**config.mk**
```make
export PLATFORM = sky130hd
export DESIGN_NAME = cls_ctrl
export DESIGN_NICKNAME = d
export VERILOG_FILES = /design/src/sv/cls_pkg.sv /design/src/sv/cls_ctrl.sv
export SDC_FILE = /design/constraint.sdc
export NUM_CORES = 1
export LEC_CHECK = 0
export ABC_AREA = 1
export ABC_CLOCK_PERIOD_IN_PS = 4400
export BUFFER_PORTS_ARGS = -buffer_cell sky130_fd_sc_hd__buf_4
export CAP_MARGIN = 0
export CORE_UTILIZATION = 33
export CTS_BUF_LIST = sky130_fd_sc_hd__clkbuf_8
export DETAILED_ROUTE_END_ITERATION = 10
export PLACE_DENSITY = 0.63
export SETUP_SLACK_MARGIN = 0.2
export SLEW_MARGIN = 40
export SYNTH_ARGS = -nofsm -noshare
export SYNTH_HDL_FRONTEND = slang
export SYNTH_SLANG_ARGS = --single-unit
```
**constraint.sdc**
```tcl
create_clock -name i_clk -period 4.4 [get_ports i_clk]
set_clock_uncertainty 0.05 [all_clocks]
set_input_delay 0.88 -clock i_clk [delete_from_list [all_inputs] [get_ports i_clk]]
set_output_delay 0.88 -clock i_clk [all_outputs]
set_load 0.02 [all_outputs]
```
**src/sv/cls_pkg.sv**
```systemverilog
`timescale 1ns / 1ps

package cls_pkg;

    // Fixed geometry of the solver
    localparam int ORDER_MAX = 16;
    localparam int IDX_W     = 4;
    localparam int VAL_W     = 32;
    localparam int ACC_W     = 64;
    localparam int FRAC_W    = 16;
    localparam int SIZE_W    = 5;

    // Item kinds
    localparam logic [1:0] KIND_MAT   = 2'd0;
    localparam logic [1:0] KIND_RHS   = 2'd1;
    localparam logic [1:0] KIND_SOLVE = 2'd2;

    // Register indexes
    localparam logic REG_SIZE = 1'b0;

    // Solve phases
    localparam logic [1:0] PH_FACT = 2'd0;
    localparam logic [1:0] PH_FWD  = 2'd1;
    localparam logic [1:0] PH_BWD  = 2'd2;

    // Controller to datapath commands
    typedef struct packed {
        logic              mat_we;
        logic              rhs_we;
        logic [1:0]        phase;
        logic [IDX_W-1:0]  i;
        logic [IDX_W-1:0]  j;
        logic [IDX_W-1:0]  k;
        logic              dot_rd;
        logic              mul_en;
        logic              acc_clr;
        logic              acc_en;
        logic              base_rd;
        logic              num_en;
        logic              sqrt_start;
        logic              div_start;
        logic              res_we;
        logic              out_rd;
        logic              out_load;
        logic              err_load;
        logic              out_last;
    } t_cmd;

    // Datapath to controller status
    typedef struct packed {
        logic num_nonpos;
        logic sqrt_done;
        logic div_done;
        logic out_free;
    } t_status;

endpackage

```
**src/sv/cls_ctrl.sv**
```systemverilog
`timescale 1ns / 1ps

module cls_ctrl
    import cls_pkg::*;
(
    input  logic               i_clk,
    input  logic               i_rst_n,
    input  logic               i_in_valid,
    output logic               o_in_ready,
    input  logic [1:0]         i_kind,
    input  logic               psel,
    input  logic               penable,
    input  logic               pwrite,
    input  logic [2:0]         paddr,
    input  logic [31:0]        pwdata,
    output logic [31:0]        prdata,
    output logic               pready,
    output t_cmd               o_cmd,
    input  t_status            i_status
);

    localparam logic [3:0] S_IDLE     = 4'd0;
    localparam logic [3:0] S_START    = 4'd1;
    localparam logic [3:0] S_DOT_RD   = 4'd2;
    localparam logic [3:0] S_DOT_MUL  = 4'd3;
    localparam logic [3:0] S_DOT_ACC  = 4'd4;
    localparam logic [3:0] S_BASE_RD  = 4'd5;
    localparam logic [3:0] S_BASE_SUB = 4'd6;
    localparam logic [3:0] S_CHECK    = 4'd7;
    localparam logic [3:0] S_WAIT     = 4'd8;
    localparam logic [3:0] S_WRITE    = 4'd9;
    localparam logic [3:0] S_OUT_RD   = 4'd10;
    localparam logic [3:0] S_OUT_LD   = 4'd11;
    localparam logic [3:0] S_ERR      = 4'd12;

    logic [3:0]        r_state, n_state;
    logic [1:0]        r_phase, n_phase;
    logic [IDX_W-1:0]  r_i, n_i, r_j, n_j, r_k, n_k;
    logic [SIZE_W-1:0] r_size;
    logic [IDX_W-1:0]  last;
    logic              accept;
    logic              diag;
    logic              dot_empty;
    logic [IDX_W-1:0]  k_start, k_end;

    // Configuration register
    always_ff @(posedge i_clk) begin
        if (!i_rst_n) begin
            r_size <= SIZE_W'(ORDER_MAX);
        end else if (psel && penable && pwrite && (paddr[2] == REG_SIZE)) begin
            r_size <= pwdata[SIZE_W-1:0];
        end
    end

    assign pready = 1'b1;
    assign prdata = (paddr[2] == REG_SIZE) ? {{(32-SIZE_W){1'b0}}, r_size} : 32'd0;

    // Effective order (clamped to 1..ORDER_MAX) minus one
    always_comb begin
        if (r_size == '0) begin
            last = '0;
        end else if (r_size >= SIZE_W'(ORDER_MAX)) begin
            last = IDX_W'(ORDER_MAX - 1);
        end else begin
            last = IDX_W'(r_size - 1'b1);
        end
    end

    assign o_in_ready = (r_state == S_IDLE);
    assign accept     = i_in_valid && o_in_ready;
    assign diag       = (r_phase == PH_FACT) && (r_i == r_j);

    // Inner product range per phase
    always_comb begin
        case (r_phase)
            PH_FWD: begin
                dot_empty = (r_i == '0);
                k_start   = '0;
                k_end     = r_i - 1'b1;
            end
            PH_BWD: begin
                dot_empty = (r_i == last);
                k_start   = r_i + 1'b1;
                k_end     = last;
            end
            default: begin
                dot_empty = (r_j == '0);
                k_start   = '0;
                k_end     = r_j - 1'b1;
            end
        endcase
    end

    // Sequencer
    always_comb begin
        n_state = r_state;
        n_phase = r_phase;
        n_i     = r_i;
        n_j     = r_j;
        n_k     = r_k;
        o_cmd   = '0;
        o_cmd.phase    = r_phase;
        o_cmd.i        = r_i;
        o_cmd.j        = r_j;
        o_cmd.k        = r_k;
        o_cmd.out_last = (r_k == last);
        case (r_state)
            S_IDLE: begin
                if (accept) begin
                    o_cmd.mat_we = (i_kind == KIND_MAT);
                    o_cmd.rhs_we = (i_kind == KIND_RHS);
                    if (i_kind == KIND_SOLVE) begin
                        n_phase = PH_FACT;
                        n_i     = '0;
                        n_j     = '0;
                        n_state = S_START;
                    end
                end
            end
            S_START: begin
                o_cmd.acc_clr = 1'b1;
                n_k     = k_start;
                n_state = dot_empty ? S_BASE_RD : S_DOT_RD;
            end
            S_DOT_RD: begin
                o_cmd.dot_rd = 1'b1;
                n_state = S_DOT_MUL;
            end
            S_DOT_MUL: begin
                o_cmd.mul_en = 1'b1;
                n_state = S_DOT_ACC;
            end
            S_DOT_ACC: begin
                o_cmd.acc_en = 1'b1;
                if (r_k == k_end) begin
                    n_state = S_BASE_RD;
                end else begin
                    n_k     = r_k + 1'b1;
                    n_state = S_DOT_RD;
                end
            end
            S_BASE_RD: begin
                o_cmd.base_rd = 1'b1;
                n_state = S_BASE_SUB;
            end
            S_BASE_SUB: begin
                o_cmd.num_en = 1'b1;
                n_state = S_CHECK;
            end
            S_CHECK: begin
                if (diag && i_status.num_nonpos) begin
                    n_state = S_ERR;
                end else begin
                    o_cmd.sqrt_start = diag;
                    o_cmd.div_start  = !diag;
                    n_state = S_WAIT;
                end
            end
            S_WAIT: begin
                if (diag ? i_status.sqrt_done : i_status.div_done) begin
                    n_state = S_WRITE;
                end
            end
            S_WRITE: begin
                o_cmd.res_we = 1'b1;
                n_state = S_START;
                case (r_phase)
                    PH_FACT: begin
                        if (r_i != last) begin
                            n_i = r_i + 1'b1;
                        end else if (r_j != last) begin
                            n_j = r_j + 1'b1;
                            n_i = r_j + 1'b1;
                        end else begin
                            n_phase = PH_FWD;
                            n_i     = '0;
                        end
                    end
                    PH_FWD: begin
                        if (r_i != last) begin
                            n_i = r_i + 1'b1;
                        end else begin
                            n_phase = PH_BWD;
                            n_i     = last;
                        end
                    end
                    default: begin
                        if (r_i != '0) begin
                            n_i = r_i - 1'b1;
                        end else begin
                            n_k     = '0;
                            n_state = S_OUT_RD;
                        end
                    end
                endcase
            end
            S_OUT_RD: begin
                o_cmd.out_rd = 1'b1;
                n_state = S_OUT_LD;
            end
            S_OUT_LD: begin
                if (i_status.out_free) begin
                    o_cmd.out_load = 1'b1;
                    if (r_k == last) begin
                        n_state = S_IDLE;
                    end else begin
                        n_k     = r_k + 1'b1;
                        n_state = S_OUT_RD;
                    end
                end
            end
            S_ERR: begin
                if (i_status.out_free) begin
                    o_cmd.err_load = 1'b1;
                    n_state = S_IDLE;
                end
            end
            default: begin
                n_state = S_IDLE;
            end
        endcase
    end

    always_ff @(posedge i_clk) begin
        if (!i_rst_n) begin
            r_state <= S_IDLE;
            r_phase <= PH_FACT;
            r_i     <= '0;
            r_j     <= '0;
            r_k     <= '0;
        end else begin
            r_state <= n_state;
            r_phase <= n_phase;
            r_i     <= n_i;
            r_j     <= n_j;
            r_k     <= n_k;
        end
    end

endmodule

```
==> Word level (Yosys, flattened, before mapping) <==
Cells that the tools add are included.
{ "totals": {"reg_bits": 23, "input_bits": 47, "output_inout_bits": 63, "wordCells": 134} }
{ "classes": {"n_addsub": 6, "order_cmp": 1, "n_eq_ne": 39, "mux": 59, "n_bitwise": 1, "reduce_logical": 22} }
{ "ops": {"columns": ["operator", "count"], "rows": [
  ["4-bit two-way mux", 25],
  ["4-bit one-hot mux with 13 select lines", 1],
  ["4-bit one-hot mux with 2 select lines", 4],
  ["4-bit equality test (second input constant)", 5],
  ["2-bit != test (second input constant)", 10],
  ["2-bit two-way mux", 9],
  ["4-bit by 3-bit equality test with 1-bit output (second input constant)", 4],
  ["4-bit equality test", 4],
  ["4-bit one-hot mux with 4 select lines", 1],
  ["4-bit by 1-bit adder with 4-bit output (second input constant)", 3],
  ["4-bit logical NOT", 3],
  ["1-bit two-way mux", 12],
  ["6-bit AND reduction", 2],
  ["4-bit by 1-bit subtractor with 4-bit output (second input constant)", 3],
  ["3-bit two-way mux", 3],
  ["3-bit != test (second input constant)", 3],
  ["4-bit by 2-bit equality test with 1-bit output (second input constant)", 2],
  ["4-bit != test", 2],
  ["2-bit one-hot mux with 2 select lines", 2],
  ["4-bit nonzero test", 2],
  ["7-bit AND reduction", 1],
  ["1-bit logical AND", 6],
  ["5-bit >= comparator (second input constant)", 1],
  ["5-bit logical NOT", 1],
  ["other kinds (15)", 19]
]} }

==> Longest topological paths before layout <==
{ "logic_depth": {"word_depth": 8, "mapped_depth": 18, "ltp_nobuf": 18} }

==> Least setup slack after synthesis <==
No wires, ideal clock.
{ "synth_timing": {"path_type": "register -> output", "startpoint": "register r_phase[1]", "endpoint": "output port o_cmd[6] (netlist name)", "arrival_ns": 1.639, "t_required_ns": 3.470, "slack_ns": 1.831, "stages_incl_launch_ff": 8, "path_buffers": 1, "cell_sequence": "dfxtp_1 > inv_1 > ha_1 > clkbuf_2 > o21ai_0 > a21oi_1 > nand3_1 > nor3_1"} }
{ "synth_lines": {"columns": ["item", "line", "source"], "rows": [
  ["from (decl)", "cls_ctrl.sv:37", "logic [1:0] r_phase, n_phase;"],
  ["from (signal assigned)", "cls_ctrl.sv:233", "r_phase <= n_phase;"],
  ["to (decl)", "cls_ctrl.sv:18", "output t_cmd o_cmd,"]
]} }

==> results.sh <==
export IMPL_syn_instance_count=428
export IMPL_power_clock_fraction_pct=20.7
export IMPL_crit_top_cell="inv_1"
export IMPL_drtIter0Drc=207
export IMPL_path_max_fanout=9
export IMPL_clockRootBuffer="clkbuf_8"
export IMPL_grt_use_total_pct=17.1
export IMPL_drc=0
export IMPL_critical_path_max_stage_delay_ns=0.33
export IMPL_fin_cells=576
export IMPL_switchingPower_uw=278
export IMPL_hold_buffers=0
export IMPL_ant_nets=0
export IMPL_synth_seq_area_share_pct=17.8
export IMPL_io_buffers=52
export IMPL_row_count=31
export IMPL_cp_end_kind="output port"
export IMPL_core_area_sq_mm=0.00741
export IMPL_start_util_pct=35.0
export IMPL_ctsLongestPathBuffers=2
export IMPL_grt_overflow_total=0
export IMPL_cp_arrival_ns=1.95
export IMPL_cts_repair_resized=0
export IMPL_timing_final_crit_share_pct=65.4
export IMPL_status="finished clean"
export IMPL_tightest_slew_ns=0.529
export IMPL_worstPathRequired_ns=3.47
export IMPL_die_height_microns=90.7
export IMPL_grt_max_degree=15
export IMPL_power_frac_comb_pct=43.6
export IMPL_setup_tns_ns=0
export IMPL_areaGrowthSynthToFinish_pct=16.1
export IMPL_n_antenna_cell=0
export IMPL_drv_cap=0
export IMPL_via_per_inst=4.78
export IMPL_gp_congestion=0.904
export IMPL_ys_warnings_count=0
export IMPL_clk_pin_slew_ns=0.09
export IMPL_dr_pass1_iters=7
export IMPL_rsz0062_at_grt="false"
export IMPL_wirelength_microns=6860
export IMPL_max_slew_margin_pct=64.7
export IMPL_cts_num_sinks=23
export IMPL_die_w_microns=90.7
export IMPL_grt_pass1_vias=2473
export IMPL_yosys_area_top_type="dfxtp_1"
export IMPL_grt_first_pass_wirelength_microns=11600
export IMPL_path_class="flop to output port"
export IMPL_num_vias=2751
export IMPL_hold_class="flop to flop"
export IMPL_cts_setup_buffers=0
export IMPL_p_leak_nw=1.51
export IMPL_hold_viol=0
export IMPL_insertion_delay_ns=0.27
export IMPL_synth_area_leaders="dfxtp_1 (18%), nand2_1 (14%), buf_4 (8.1%), inv_1 (6.7%), nor2_1 (6.7%)"
export IMPL_fmax_mhz=348
export IMPL_final_cell_mix="nand2_1 (94), buf_4 (52), inv_1 (47)"
export IMPL_swShare_pct=42.2
export IMPL_cts_buffers=3
export IMPL_period_needed_ns=2.88
export IMPL_htreeDepth=1
export IMPL_p_total_uw=659
export IMPL_p_per_area_mw_per_mm2=219
export IMPL_yosys_area_top_type_share_pct=17.8
export IMPL_cp_slowest_cell="dfxtp_1"
export IMPL_report_final_slew_viol_count=0
export IMPL_place_hpwl_microns=5570
export IMPL_final_common_cell="nand2_1"
export IMPL_ys_ff_latch=23
export IMPL_routedWlPerCell_microns=11.9
export IMPL_p_int_uw=381
export IMPL_synth_distinct_cells=39
export IMPL_seqPwrFrac_pct=35.7
export IMPL_worst_setup_path_start_kind="flop"
export IMPL_fin_nets=535
export IMPL_finalSetupViolations=0
export IMPL_dp_cells=572
export IMPL_crit_chain="inv_1 -> ha_1 -> inv_1 -> nor2_2 -> nand2_4 -> nand2_2 -> xor2_1 -> nand2_1 -> nor2_1 -> nand2_1 -> inv_1 -> buf_4"
export IMPL_cts_tree="done"
export IMPL_synthesis_area_sq_mm=0.00259
export IMPL_antenna_found_initial=0
export IMPL_drive_gt1_share_pct=21.6
export IMPL_die_area_sq_mm=0.00822
export IMPL_synth_avg_cell_area_sq_um=6.06
export IMPL_io_pins=110
export IMPL_irDropWorstVdd_mv=0.0911
cells in the mapped netlist (all sizes together):
master and count:
nand2 107, ha 10, nor3 8, nor2 59, nand3b 1, clkbuf 3
dfxtp 23, nand3 35, nand4 6, o21ai 26, and3 1, o211ai 2
conb 2, a21oi 36, inv 58, clkinv 1, or2 2, buf 30
a22o 1, o22ai 4, o31ai 1, xor2 12
final cells by class:
class                      count  area, sq um
clock inverter                 1         3.75
inverter                      59          221
sequential                    23          460
timing repair buffer          52          390
clock buffer                   3         41.3
fill                         819         4400
tap                           99          124
multi-input combinational    339         1770
power by group through the flow:
stage                     Combinational (mW)  Clock, mW  Sequential, mW
after floorplan                        0.225          0           0.245
after global placement                 0.285          0           0.241
after detailed placement               0.287          0           0.240
after CTS                              0.288      0.143           0.236
after global routing                   0.321      0.152           0.238
final                                  0.287      0.136           0.235
worst max-delay path, delay by kind of cell (launching register included):
kind,cells,cell delay (ns)
xor+xnor,1,0.15
fa+ha+maj,1,0.20
buf+inv,4,0.40
flops,1,0.33
simple gates,6,0.59
worst paths after layout:
check | start | slack (ns) | cells past startpoint | end
min | r_size[3]$_SDFFE_PN0P_ | 0.47 | 2 | r_size[3]$_SDFFE_PN0P_
min reg2reg | r_size[3]$_SDFFE_PN0P_ | 0.47 | 2 | r_size[3]$_SDFFE_PN0P_
max reg2reg | r_i[0]$_SDFFE_PN0P_ | 2.12 | 15 | r_k[0]$_SDFFE_PN0P_
max | r_size[0]$_SDFFE_PN0P_ | 1.52 | 12 | o_cmd[0]
layer usage:
metal	vias to the layer above	GRT usage, %	wire (microns)
met5	-	0	0
met4	0	2.96	21
met3	2	3.20	410
met2	98	28.5	3250
met1	1233	23.1	3180
li1	1418	-	-
flip-flops by register name, indices dropped and copies added (netlist names):
| signal | flops |
|---|---|
| r_size | 5 |
| r_i | 4 |
| r_j | 4 |
| r_k | 4 |
| r_state | 4 |
| r_phase | 2 |
through the flow:
stage                     hold WS, ns  worst slack (ns)  util, %  area [sq um]
after floorplan                 0.431              1.83        -          2690
after global placement          0.462              1.81     40.0          2970
after detailed placement        0.459              1.81     40.0          2970
after CTS                       0.473              1.49     40.7          3010
after global routing            0.504              1.32     40.7          3010
final                           0.470              1.52     40.7          3010
cells by family (layout without fill, tap and decap cells):
kind of cell    Yosys count  in the layout  synth area share, %
fa+ha+maj                10             10                 4.82
other cells               2             28                0.290
xor+xnor                 12             12                 4.05
buf+inv                  92            115                 17.8
simple gates            219            219                 39.9
compound gates           70             70                 15.4
flops                    23             23                 17.8
(Power assumes the default switching activity.)
